## config.mk

```make
export PLATFORM = sky130hd
export DESIGN_NAME = rlh_run_tracker
export DESIGN_NICKNAME = d
export VERILOG_FILES = /design/src/rtl/rlh_pkg.sv /design/src/rtl/rlh_run_tracker.sv
export SDC_FILE = /design/constraint.sdc
export NUM_CORES = 1
export LEC_CHECK = 0
export ABC_AREA = 0
export BUFFER_PORTS_ARGS = -buffer_cell sky130_fd_sc_hd__buf_4
export CAP_MARGIN = 40
export CORE_ASPECT_RATIO = 1.25
export CORE_MARGIN = 5
export CORE_UTILIZATION = 62
export CTS_BUF_LIST = sky130_fd_sc_hd__clkbuf_8
export CTS_CLUSTER_DIAMETER = 80
export DETAILED_ROUTE_END_ITERATION = 16
export GPL_TIMING_DRIVEN = 0
export PLACE_DENSITY = 0.85
export SYNTH_ARGS = -nofsm -noshare
export SYNTH_HDL_FRONTEND = slang
export SYNTH_SLANG_ARGS = --single-unit
export TNS_END_PERCENT = 30
```

## constraint.sdc

```tcl
create_clock -name clock -period 5.2 [get_ports clock]
set_input_delay 0.52 -clock clock [delete_from_list [all_inputs] [get_ports clock]]
set_output_delay 0.52 -clock clock [all_outputs]
set_load 0.005 [all_outputs]
```

## src/rtl/rlh_pkg.sv

```systemverilog
`timescale 1ns / 1ps

package rlh_pkg;

   localparam int DEF_MAX_LEN    = 1023;
   localparam int DEF_COUNT_BITS = 32;
   localparam int BIN_BITS       = 10;
   localparam int SEQ_BITS       = 10;
   localparam int VALUE_BITS     = 32;
   localparam int REQ_DATA_BITS  = 16;

   typedef enum logic [1:0] {
      CMD_PUSH       = 2'd0,
      CMD_READ_BIN   = 2'd1,
      CMD_READ_TOTAL = 2'd2
   } cmd_type;

   typedef enum logic [1:0] {
      KIND_SEQ   = 2'd0,
      KIND_BIN   = 2'd1,
      KIND_TOTAL = 2'd2
   } kind_type;

   typedef enum logic [1:0] {
      MEM_NONE  = 2'd0,
      MEM_INC   = 2'd1,
      MEM_CLEAR = 2'd2
   } mem_op_type;

   // one transaction handed from the run tracker to the histogram stage
   typedef struct packed {
      logic                  valid;
      mem_op_type            op;
      logic                  has_rsp;
      kind_type              kind;
      logic [VALUE_BITS-1:0] value;
   } hist_op_type;

   function automatic logic [VALUE_BITS-1:0] report_sat(input logic [63:0] v);
      logic [VALUE_BITS-1:0] r;
      r = (|v[63:VALUE_BITS]) ? '1 : v[VALUE_BITS-1:0];
      return r;
   endfunction

endpackage

```

## src/rtl/rlh_run_tracker.sv

```systemverilog
`timescale 1ns / 1ps

module rlh_run_tracker #(
   parameter int MAX_LEN    = rlh_pkg::DEF_MAX_LEN,
   parameter int COUNT_BITS = rlh_pkg::DEF_COUNT_BITS
) (
   input  logic                                 clock,
   input  logic                                 reset,
   input  logic                                 accept,
   input  logic [1:0]                           cmd,
   input  logic                                 bit_req,
   input  logic                                 last,
   input  logic [rlh_pkg::BIN_BITS-1:0]         bin,
   output rlh_pkg::hist_op_type                 op,
   output logic [$clog2(MAX_LEN+1)-1:0]         op_addr
);
   import rlh_pkg::*;

   localparam int LEN_BITS = $clog2(MAX_LEN + 1);
   localparam logic [LEN_BITS-1:0] LEN_MAX = LEN_BITS'(MAX_LEN);
   localparam logic [LEN_BITS-1:0] LEN_ONE = LEN_BITS'(1);
   localparam logic [BIN_BITS-1:0] BIN_ONE = BIN_BITS'(1);

   logic                  run_bit_ff, run_bit_in;
   logic [LEN_BITS-1:0]   run_len_ff, run_len_in;
   logic                  in_seq_ff, in_seq_in;
   logic [SEQ_BITS-1:0]   seq_runs_ff, seq_runs_in;
   logic [COUNT_BITS-1:0] total_ff, total_in;
   logic [COUNT_BITS-1:0] bin_one_ff, bin_one_in;

   logic                  change;
   logic                  open_seq;
   logic [LEN_BITS-1:0]   new_len;
   logic [1:0]            n_close;
   logic [1:0]            n_one;
   logic [SEQ_BITS-1:0]   seq_base;
   logic [SEQ_BITS:0]     seq_sum;
   logic [SEQ_BITS-1:0]   seq_next;
   logic [COUNT_BITS:0]   total_sum;
   logic [COUNT_BITS-1:0] total_next;
   logic [COUNT_BITS:0]   one_sum;
   logic [COUNT_BITS-1:0] one_next;
   logic                  bin_in_mem;

   always_comb begin
      open_seq = !in_seq_ff;
      change   = in_seq_ff && (bit_req != run_bit_ff);
      if (open_seq || change) begin
         new_len = LEN_ONE;
      end else if (run_len_ff < LEN_MAX) begin
         new_len = run_len_ff + LEN_ONE;
      end else begin
         new_len = run_len_ff;
      end
      n_close = 2'(change) + 2'(last);
      n_one   = 2'(change && (run_len_ff == LEN_ONE)) + 2'(last && (new_len == LEN_ONE));

      seq_base = open_seq ? '0 : seq_runs_ff;
      seq_sum  = {1'b0, seq_base} + (SEQ_BITS+1)'(n_close);
      seq_next = seq_sum[SEQ_BITS] ? '1 : seq_sum[SEQ_BITS-1:0];

      total_sum  = {1'b0, total_ff} + (COUNT_BITS+1)'(n_close);
      total_next = total_sum[COUNT_BITS] ? '1 : total_sum[COUNT_BITS-1:0];
      one_sum    = {1'b0, bin_one_ff} + (COUNT_BITS+1)'(n_one);
      one_next   = one_sum[COUNT_BITS] ? '1 : one_sum[COUNT_BITS-1:0];

      bin_in_mem = (bin > BIN_ONE) && (32'(bin) <= 32'(MAX_LEN));

      run_bit_in  = run_bit_ff;
      run_len_in  = run_len_ff;
      in_seq_in   = in_seq_ff;
      seq_runs_in = seq_runs_ff;
      total_in    = total_ff;
      bin_one_in  = bin_one_ff;

      op         = '0;
      op.op      = MEM_NONE;
      op.kind    = KIND_SEQ;
      op_addr    = '0;

      unique case (cmd)
         CMD_PUSH: begin
            if (open_seq || change) begin
               run_bit_in = bit_req;
            end
            total_in   = total_next;
            bin_one_in = one_next;
            if (change && (run_len_ff != LEN_ONE)) begin
               op.valid = 1'b1;
               op.op    = MEM_INC;
               op_addr  = run_len_ff;
            end else if (last && (new_len != LEN_ONE)) begin
               op.valid = 1'b1;
               op.op    = MEM_INC;
               op_addr  = new_len;
            end
            seq_runs_in = seq_next;
            if (last) begin
               in_seq_in  = 1'b0;
               run_len_in = '0;
               op.valid   = 1'b1;
               op.has_rsp = 1'b1;
               op.kind    = KIND_SEQ;
               op.value   = VALUE_BITS'(seq_next);
            end else begin
               in_seq_in  = 1'b1;
               run_len_in = new_len;
            end
         end
         CMD_READ_BIN: begin
            op.valid   = 1'b1;
            op.has_rsp = 1'b1;
            op.kind    = KIND_BIN;
            if (bin == BIN_ONE) begin
               op.value   = report_sat(64'(bin_one_ff));
               bin_one_in = '0;
            end else if (bin_in_mem) begin
               op.op   = MEM_CLEAR;
               op_addr = LEN_BITS'(bin);
            end
         end
         CMD_READ_TOTAL: begin
            op.valid   = 1'b1;
            op.has_rsp = 1'b1;
            op.kind    = KIND_TOTAL;
            op.value   = report_sat(64'(total_ff));
            total_in   = '0;
         end
         default: begin
         end
      endcase
   end

   always_ff @(posedge clock) begin
      if (reset) begin
         run_bit_ff  <= 1'b0;
         run_len_ff  <= '0;
         in_seq_ff   <= 1'b0;
         seq_runs_ff <= '0;
         total_ff    <= '0;
         bin_one_ff  <= '0;
      end else if (accept) begin
         run_bit_ff  <= run_bit_in;
         run_len_ff  <= run_len_in;
         in_seq_ff   <= in_seq_in;
         seq_runs_ff <= seq_runs_in;
         total_ff    <= total_in;
         bin_one_ff  <= bin_one_in;
      end
   end

endmodule

```

Yosys cells after proc, flatten, opt, wreduce, memory -nomap -nowiden
Index checks and enable logic that the tools add are counted.

storage, ports and cells
  input bits = 17
  bits in registers = 86
  logic and storage cells = 64

operators by class
  multiplexer cells = 26
  eq/ne operators = 9
  reduce and logical (&&, ||, !) cells = 15
  $add $sub $neg = 6
  order comparisons = 2

operators with widths
  operator                 count
  $mux W32                 4
  $pmux W32 S2             2
  $pmux W35 S3             1
  $mux W10                 9
  $add A32 B2 Y33          2
  $mux W35                 1
  $eq A10 B1 Y1 const B    3
  $ne A10 B1 Y1 const B    2
  $pmux W10 S2             1
  $add A10 B2 Y11          1
  $add A10 B1 Y10 const B  1
  $gt A10 B1 Y1 const B    1
  $lt A10 B10 Y1 const B   1
  $mux W3                  2
  $reduce_and A3 Y1        2
  $logic_and A1 B1 Y1      5
  $add A1 B1 Y2            2
  $mux W2                  2
  $pmux W2 S2              1
  $reduce_and A2 Y1        2
  $reduce_bool A2 Y1       2
  $eq A2 B1 Y1 const B     1
  $eq A2 B2 Y1 const B     1
  $logic_not A2 Y1         1
  7 further kinds          8

Logic depth before layout (Yosys ltp)
Gate-level depths: netlist of the first run.

  word-level depth = 10
  mapped depth = 20
  depth with buffers taken out = 16

Worst setup path before layout of the first run
Ideal clock, no wire load.

  kind = register -> register
  start point = register run_len_ff[0]
  end point = register bin_one_ff[17]
  stages on the path, launching flop included = 20
  data arrival time = 4060 ps
  setup time = 70 ps
  setup slack = 1069 ps
  data required time = 5130 ps
  clock period less this slack = 4131 ps
  cell sequence = dfxtp_1 > ha_1 > buf_2 > or2_1 > a2111oi_2 > a41oi_1 > nor4_4 > nand2_1 > fa_1 > inv_1 > ha_1 > nand3_1 > nor2_1 > and4_1 > buf_4 > and2_1 > buf_4 > buf_4 > o21ai_0 > a21oi_1

between the ends
  cells in the longest elaborated chain, start to end = 9
  elaborated cells between the ends (all ways) = 12
  classes of those cells = add/sub: 3; order compare: 1; eq/ne: 2; mux: 4; reduce/logical: 2

ends and longest elaborated chain
  what                                                      RTL line                                      text
  from (decl)                                               rlh_run_tracker.sv:25                         logic [LEN_BITS-1:0] run_len_ff, run_len_in;
  from (signal assigned)                                    rlh_run_tracker.sv:144                        run_len_ff <= run_len_in;
  $add A10 B1 Y10 / $lt A10 B10 Y1 (equally long branches)  rlh_run_tracker.sv:51, rlh_run_tracker.sv:50
  $mux W10                                                  rlh_run_tracker.sv:50                         end else if (run_len_ff < LEN_MAX) begin
  $mux W10                                                  rlh_run_tracker.sv:48                         if (open_seq || change) begin
  $eq A10 B1 Y1                                             rlh_run_tracker.sv:56                         n_one = 2'(change && (run_len_ff == LEN_ONE)) + 2'(last && (new_len == LEN_ONE));
  $logic_and A1 B1 Y1                                       rlh_run_tracker.sv:56
  $add A1 B1 Y2 (*)                                         rlh_run_tracker.sv:56
  $add A32 B2 Y33 (*)                                       rlh_run_tracker.sv:64                         one_sum = {1'b0, bin_one_ff} + (COUNT_BITS+1)'(n_one);
  $mux W32 (*)                                              rlh_run_tracker.sv:65                         one_next = one_sum[COUNT_BITS] ? '1 : one_sum[COUNT_BITS-1:0];
  $pmux W32 S2 (*)                                          rlh_run_tracker.sv:81                         unique case (cmd)
  to (signal assigned)                                      rlh_run_tracker.sv:148                        bin_one_ff <= bin_one_in;
  to (decl)                                                 rlh_run_tracker.sv:29                         logic [COUNT_BITS-1:0] bin_one_ff, bin_one_in;

Mark *: on every way between the ends. The rest lies on a longest branch, timed or not.
A chain may end at the register's enable or synchronous reset.

Worst setup path after layout of the first run
  start point = register run_len_ff[1]
  end point = register bin_one_ff[17]

The elaborated chain is that of the path after synthesis.

==> results of run 1 <==
## Yosys cell counts, types with 6 or more instances
cell type  instances
a21o_1             9
a21oi_1           86
a22o_1             7
a22oi_1           46
a31oi_1           19
a41oi_1            9
and2_1            13
and3_1            15
and4_1            11
buf_2             11
clkbuf_1          53
dfxtp_1           86
ha_1              13
inv_1             13
nand2_1           86
nand3_1           31
nand4_1           14
nor2_1            93
nor3_1            32
nor4_1             6
o21ai_0          109
o21ai_1           10
xnor2_1            6
## report_power, final
group	internal (uW)	switching [uW]
registers	660	2.52
logic	41.6	87.3
clock network	214	255
total	917	345
## cell families (layout without fill, tap and decap cells)
kind of cell | count (synthesis) | after routing | synth area share (%)
and+or+nand+nor | 340 | 340 | 27.9
xor gates and xnor gates | 9 | 9 | 1.29
DFF | 86 | 86 | 28.1
buffers and inverters | 88 | 170 | 5.96
AOI/OAI and AO/OA | 331 | 331 | 32.6
adders and majority gates | 16 | 16 | 3.63
muxes | 3 | 3 | 0.571
## final cells by class
cell class,count,area (um2),area share (%)
Clock inverter,5,52.6,0.753
Buffer,74,313,4.48
Inverter,14,52.6,0.753
Timing Repair Buffer,68,510,7.32
Tap cell,126,158,2.26
Multi-Input combinational cell,699,4050,58.0
Clock buffer,9,124,1.78
Sequential cell,86,1720,24.7
## worst max-delay path, stage by stage (launching register included)
cell and delay (ps):
dfxtp_1 400, ha_1 230, buf_2 180, or2_1 240, a2111oi_2 400, a41oi_1 220
nor4_4 320, nand2_1 140, fa_1 420, inv_1 70, ha_1 210, nand3_1 190
nor2_1 450, and4_1 270, buf_4 170, and2_1 130, buf_4 150, buf_4 180
o21ai_0 110, a21oi_1 150
## state kept, by name (all words and copies together), names as in the netlist
register     count
seq_runs_ff     10
bin_one_ff      32
total_ff        32
run_bit_ff       1
in_seq_ff        1
run_len_ff      10
## placed cells by master (no fill, tap or decap), types with 14 or more instances in the layout
cell      count
nor3_1       32
buf_4        73
o21ai_0     109
clkbuf_1     53
nand3_1      31
and3_1       15
dfxtp_1      86
nand4_1      14
nor2_1       93
a22oi_1      46
a31oi_1      19
a21oi_1      86
nand2_1      86
## per-layer routing
layer	up-vias	share of wire, %
met1	3359	37
met5	-	0
met2	559	47
li1	3372	-
met4	0	6.3
met3	124	10
## path summary, 6_finish.rpt
kind / endpoint / cells after the start
setup / recovery: bin_one_ff[17] / 19
hold / removal: run_bit_ff / 3
setup reg to reg: bin_one_ff[17] / 19
hold reg to reg: total_ff[0] / 2
## per-stage QoR
stage	total power (uW)	instance area (um2)	utilization, %
6_report	1260	6980	72.2
5_1_grt	1300	6980	72.2
4_1_cts	1250	6950	71.9
3_5_place_dp	802	6770	70.1
3_3_place_gp	798	6770	70.1
2_1_floorplan	748	6130	-
## what timing repair did
item                       4_1_cts  5_1_grt
buffers inserted                 0        4
gates resized for setup          0        0
setup endpoints to repair        0       20
==> impl_metrics.ini, run 1 <==
[timing]
worst_pin_slew_ps = 856
fmax_mhz = 212
setup_viol = 0
period_share_pct = 90.8
finClkSkew_ps = 11.5
fin_tns_setup_ps = 0
max-slew-margin-rel_pct = 43.0
rsz0062_at_grt = false
finalHoldViolations = 0
setup_slack_ps = 478
maxSlewViolCount = 0
fin_crit_ps = 4720
whs_ps = 409

[placed_design]
hpwl_um = 16000
io_buffers = 64
place.gp.congestion = 0.967
placed_cells = 1063
place_ws_ps = 264

[global_routing]
grt_use_total_pct = 35.6
grt_use_met2_pct = 58.5
busiest_layer = met2
grt_max_degree = 14
antenna_found_initial = 0
use_met3_pct = 8.91
grt_pass1_vias = 7009
grt_pass1_wl_um = 34800
use_met1_pct = 41.1
overflow = 0

[worst_setup_path]
critPathArrivalTime_ps = 5030
required_ps = 5500
endpoint_kind = register
reg2reg_slack_ps = 480
reg2reg_from = run_len_ff[1]
worst-setup-path-type = reg -> reg
crit_fanout = 10
critPathLaunch = run_len_ff[1]
crit_path_start_kind = register

[yosys]
synth-edff-count = 0
yosysUniqueCellTypes = 63
syn_area_um2 = 6130
synth_top_area_share_pct = 28.1
synthTopCellsByArea = dfxtp_1 28%, o21ai_0 8.9%, a21oi_1 7.0%, nor2_1 5.7%, a22oi_1 5.6%
synth.net_count = 906
postSynthCellCount = 873
synth-seq-cells = 86
ys_warn_count = 0
synth_area_per_cell_um2 = 7.03
synthFlopType = dfxtp_1
yosysTopAreaCell = dfxtp_1
ys_async_sr_fraction_pct = 0
seq_area_frac_synth_pct = 28.1

[power]
ir_worst_vdd_v = 0.000131
p_leak_uw = 0.00249
p_per_area_nw_per_um2 = 181

[clock_tree]
cts_tree = built
cts_buffers = 9
clk-insertion-delay-late_ps = 380
cts-root-buf = clkbuf_8
hold_buffers = 0
htreeDepth = 3
clkTransAtPathRegs_ps = 90
cts_sinks = 86
clockBufferDepth = 2

[hold_path]
hold_class = in -> reg
min_from = bit_req

[die]
design.portCount = 65
die_area_um2 = 12000
coreArea_um2 = 9660
start_util_pct = 63.5
rows = 40
die_x_um = 99.0
die_h_um = 121

[final_layout]
finalNonFillerCells = 1081
drive_gt1_share_pct = 12.1
nets = 985
fillers = 800
diodes = 0
syn_to_final_growth_pct = 13.8

[routing]
first_iter_violations = 952
final_antenna_net_count = 0
drc_errors = 0
viasPerCell = 6.86
routedWlPerCell_um = 19.9
wl_um = 21500
dr.pass1.iters = 8
vias = 7414

[status]
status = complete, no violations

[job]
max-cap-violations = 0
Power figures use the tool's default switching activity.
==> run 2: changes to the inputs <==
--- a/config.mk
+++ b/config.mk
@@ -9,12 +9,11 @@
 export BUFFER_PORTS_ARGS = -buffer_cell sky130_fd_sc_hd__buf_4
 export CAP_MARGIN = 40
 export CORE_ASPECT_RATIO = 1.25
-export CORE_MARGIN = 5
+export CORE_MARGIN = 4
 export CORE_UTILIZATION = 62
 export CTS_BUF_LIST = sky130_fd_sc_hd__clkbuf_8
 export CTS_CLUSTER_DIAMETER = 80
 export DETAILED_ROUTE_END_ITERATION = 16
-export GPL_TIMING_DRIVEN = 0
 export PLACE_DENSITY = 0.85
 export SYNTH_ARGS = -nofsm -noshare
 export SYNTH_HDL_FRONTEND = slang
==> run 2 against run 1 <==
Against the previous run:
- power increased by 6.5%
- register-to-register slack lost 80 ps
- largest power group unchanged
- die area decreased by 3.6%
- final cell count is 6.2% lower
- worst hold slack gained 24 ps
- combinational power decreased by 11%
- non-clock buffer count decreased by 68
- final area is 2.9% lower
- global-route usage fell by 4.0 points
==> impl_metrics.ini, run 2 (same netlist as run 1, synthesis figures left out) <==
[status]
status = complete, no violations

[timing]
period_share_pct = 92.3
maxSlewViolCount = 0
fin_tns_setup_ps = 0
whs_ps = 433
max-slew-margin-rel_pct = 42.0
rsz0062_at_grt = false
setup_viol = 0
worst_pin_slew_ps = 870
finClkSkew_ps = 10.1
finalHoldViolations = 0
fin_crit_ps = 4800
fmax_mhz = 208

[routing]
routedWlPerCell_um = 18.7
dr.pass1.iters = 5
vias = 6906
first_iter_violations = 779
viasPerCell = 6.81
wl_um = 19000
final_antenna_net_count = 0
drc_errors = 0

[hold_path]
hold_class = in -> reg
min_to = run_bit_ff
min_from = bit_req
holdPathStages = 3

[worst_setup_path]
critPathArrivalTime_ps = 5080
endpoint_kind = register
r2r_end = bin_one_ff[14]
crit_fanout = 15
r2r_cells = 17
reg2reg_from = run_len_ff[0]
worst-setup-path-type = reg -> reg
required_ps = 5480
reg2reg_slack_ps = 400
crit_path_start_kind = register

[global_routing]
antenna_found_initial = 0
overflow = 0
grt_pass1_vias = 6372
grt_pass1_wl_um = 30600
grt_max_degree = 78
grt_use_total_pct = 31.6

[placed_design]
place.gp.congestion = 0.998
io_buffers = 64
hpwl_um = 13300

[power]
ir_worst_vdd_v = 0.000156
p_leak_uw = 0.00239
p_per_area_nw_per_um2 = 198

[job]
max-cap-violations = 0

[final_layout]
drive_gt1_share_pct = 11.9
syn_to_final_growth_pct = 10.4
final_cell_mix = 109 x o21ai_0, 93 x nor2_1, 86 x nand2_1, 86 x a21oi_1, 86 x dfxtp_1
diodes = 0
layout.cells.most_common = o21ai_0
nets = 917
biggestRegsByFlops = bin_one_ff x32, total_ff x32

[die]
die_area_um2 = 11600
die_h_um = 119
design.portCount = 65
rows = 40
start_util_pct = 63.5
die_x_um = 97.0
coreArea_um2 = 9660

[clock_tree]
clockBufferDepth = 2
cts_buffers = 9
postCtsSetupRepairBufs = 0
cts_sinks = 86
cts_tree = built
clk-insertion-delay-late_ps = 360
clkTransAtPathRegs_ps = 90
hold_buffers = 0
cts-root-buf = clkbuf_8
htreeDepth = 3
## run 2: timing repair
action | CTS | global route
endpoints found under the hold margin | 0 | 0
gates resized for setup | 0 | 2
setup endpoints to repair | 0 | 15
## run 2: report_power, final
part | switching, uW | total [uW] | internal, uW
Combinational | 75.8 | 115 | 39.5
Sequential | 3.14 | 664 | 660
Clock | 237 | 565 | 327
Total | 316 | 1340 | 1030
## run 2: area by class of cell
cell class,count,area (um2)
clock buffer,10,138
clock inverter,5,98.8
fill,810,2890
inverter,14,52.6
multi-input combinational,699,4050
sequential,86,1720
tap,126,158
timing repair buffer,74,556
## run 2: worst max-delay path, stage by stage (launching register included)
cell       delay [ps]
dfxtp_1           430
ha_1              430
nand3_1           190
xnor2_1           170
a2111oi_2         340
a41oi_1           220
nor4_4            360
nand2_1           130
fa_1              420
inv_1              80
ha_1              190
nand3_1           150
nor2_1            350
and4_2            420
and2_2            300
buf_4             240
o21ai_0           120
a21oi_1           180
## run 2: worst max path at each step
stage | startpoint | end | slack, ps | cells past startpoint
5_1_grt | run_len_ff[0] | bin_one_ff[3] | 30 | 17
4_1_cts | run_len_ff[0] | bin_one_ff[15] | 310 | 17
2_1_floorplan | run_len_ff[0] | bin_one_ff[17] | 1070 | 19
3_3_place_gp | run_len_ff[0] | bin_one_ff[14] | 490 | 17
3_5_place_dp | run_len_ff[0] | bin_one_ff[15] | 340 | 17
6_report | run_len_ff[0] | bin_one_ff[14] | 400 | 17
## run 2: per-stage QoR
stage / setup slack (ps) / power, uW / util [%] / instances / cell area (um2)
after global routing: 30.1 / 1390 / 70.1 / 1014 / 6770
after global placement: 487 / 789 / 67.6 / 999 / 6530
after detailed placement: 343 / 792 / 67.6 / 999 / 6530
after CTS: 310 / 1350 / 70.1 / 1014 / 6770
after floorplan: 1070 / 748 / - / 873 / 6130
final: 399 / 1340 / 70.1 / 1014 / 6770
## run 2: layer usage
| layer | share of wire (%) | track usage, % | up-vias |
|---|---|---|---|
| met5 | 0 | 0 | - |
| met4 | 5.5 | 18.8 | 0 |
| met3 | 8.4 | 4.57 | 79 |
| met2 | 49 | 54.3 | 408 |
| met1 | 38 | 37.2 | 3190 |
| li1 | - | - | 3229 |
==> run 3: changes to the inputs <==
--- a/config.mk
+++ b/config.mk
@@ -14,6 +14,7 @@
 export CTS_BUF_LIST = sky130_fd_sc_hd__clkbuf_8
 export CTS_CLUSTER_DIAMETER = 80
 export DETAILED_ROUTE_END_ITERATION = 16
+export GPL_ROUTABILITY_DRIVEN = 1
 export PLACE_DENSITY = 0.85
 export SYNTH_ARGS = -nofsm -noshare
 export SYNTH_HDL_FRONTEND = slang
==> constraint.sdc (replaced) <==
create_clock -name clock -period 5.2 [get_ports clock]
set_input_delay 0.26 -clock clock [delete_from_list [all_inputs] [get_ports clock]]
set_output_delay 0.26 -clock clock [all_outputs]
set_load 0.005 [all_outputs]
==> run 3 against run 2 <==
Against the previous run:
- clock power is 12% lower
- final area is 0.57% lower
- highest routed layer unchanged
- worst hold slack worse by 270 ps
- register-to-register slack better by 30 ps
- via count is 2.3% higher
- maximum frequency is 0.56% higher
- flip-flop and latch count stayed put
- setup slack better by 27 ps
- sequential share of layout area is 0.15 points higher
- final cell count stayed put
==> impl_metrics.ini, run 3 (same netlist as run 1, synthesis figures left out) <==
[global_routing]
grt_pass1_vias = 6416
overflow = 0
grt_use_total_pct = 31.8
antenna_found_initial = 0
grt_max_degree = 78
grt_pass1_wl_um = 30900

[final_layout]
fillers = 820
syn_to_final_growth_pct = 9.79
final_cell_mix = 109 x o21ai_0, 93 x nor2_1, 86 x nand2_1, 86 x a21oi_1, 86 x dfxtp_1
nets = 916
fin_util_pct = 69.7
biggestRegsByFlops = bin_one_ff x32, total_ff x32
drive_gt1_share_pct = 11.9
layout.cells.most_common = o21ai_0
diodes = 0

[clock_tree]
cts-root-buf = clkbuf_8
htreeDepth = 3
hold_buffers = 0
cts_tree = built
clockBufferDepth = 2
cts_sinks = 86
cts_buffers = 9
postCtsSetupRepairBufs = 0
clk-insertion-delay-late_ps = 360
clkTransAtPathRegs_ps = 90
ctsResizeCount = 0

[die]
coreArea_um2 = 9660
die_x_um = 97.0
start_util_pct = 63.5
die_h_um = 119
design.portCount = 65
rows = 40
die_area_um2 = 11600

[routing]
final_antenna_net_count = 0
wl_um = 19000
vias = 7068
routedWlPerCell_um = 18.8
drc_errors = 0
first_iter_violations = 926
dr.pass1.iters = 7
viasPerCell = 6.97

[status]
status = complete, no violations

[worst_setup_path]
reg2reg_slack_ps = 430
r2r_cells = 18
r2r_end = bin_one_ff[2]
critPathLaunch = run_len_ff[0]
endpoint_kind = register
crit_end = bin_one_ff[2]
worst-setup-path-type = reg -> reg
crit_path_start_kind = register
critPathArrivalTime_ps = 5050
crit_fanout = 15
required_ps = 5480
reg2reg_from = run_len_ff[0]

[hold_path]
min_from = bit_req
hold_class = in -> reg

[timing]
finalHoldViolations = 0
max-slew-margin-rel_pct = 37.9
whs_ps = 167
setup_viol = 0
finClkSkew_ps = 6.94
rsz0062_at_grt = false
worst_pin_slew_ps = 931
period_share_pct = 91.8
fin_tns_setup_ps = 0
fin_crit_ps = 4770
maxSlewViolCount = 0
fmax_mhz = 209

[power]
p_leak_uw = 0.00237
ir_worst_vdd_v = 0.000125
p_per_area_nw_per_um2 = 189

[job]
max-cap-violations = 0

[placed_design]
place.gp.congestion = 0.977
io_buffers = 64
hpwl_um = 13300
==> run 3: changes by cell type in the layout (fill, tap and decap cells not counted) <==
cell | previous run | this run
and4_1 | 10 | 11
and4_2 | 1 | 0
buf_4 | 74 | 73
bufinv_16 | 3 | 1
clkinv_4 | 0 | 1
clkinvlp_4 | 0 | 1
inv_1 | 14 | 13
inv_6 | 0 | 2
==> run 3: worst min-delay path by stage <==
stage,cells after the start,endpoint,slack [ps]
after detailed placement,2,total_ff[0],460
after global placement,2,total_ff[0],450
after CTS,3,run_bit_ff,160
after floorplan,2,run_bit_ff,400
final,3,run_bit_ff,170
after global routing,3,run_bit_ff,190
==> run 3: report_power, final <==
group / total (uW) / switching [uW] / internal, uW
clock: 496 / 257 / 239
combinational: 115 / 76.0 / 38.9
sequential: 664 / 3.30 / 660
total: 1270 / 336 / 938
==> run 3: cell type report <==
class                   count  area [um2]  area share (%)
multi-input cells         699        4050            60.1
flip-flops and latches     86        1720            25.6
repair buffers             73         548            8.14
well taps                 126         158            2.34
clock buffers              10         138            2.04
clock inverters             6        68.8            1.02
inverters                  14        52.6           0.780
==> run 3: stage by stage <==
stage / setup slack, ps / cell area [um2] / cells / total power (uW)
after global routing: 92.4 / 6730 / 1014 / 1320
after floorplan: 1070 / 6130 / 873 / 748
after global placement: 617 / 6530 / 998 / 789
final: 426 / 6730 / 1014 / 1270
after CTS: 375 / 6730 / 1014 / 1280
after detailed placement: 399 / 6530 / 998 / 791
==> run 3: worst max-delay path: stages, from the launching register on <==
cell and delay, ps:
dfxtp_1 440, ha_1 420, nand3_1 180, xnor2_1 170, a2111oi_2 340, a41oi_1 210
nor4_4 340, nand2_1 140, fa_1 420, inv_1 90, ha_1 200, nand3_1 160
nor2_1 140, buf_4 150, and4_1 380, and2_2 350, buf_4 240, o21ai_0 110
a21oi_1 200
==> run 3: layer usage <==
| layer | track usage [%] | share of wire (%) | vias up |
|---|---|---|---|
| met5 | 0 | 0 | - |
| met4 | 18.7 | 5.4 | 0 |
| met3 | 4.69 | 8.8 | 85 |
| met2 | 54.5 | 48 | 463 |
| met1 | 37.4 | 37 | 3280 |
| li1 | - | - | 3240 |
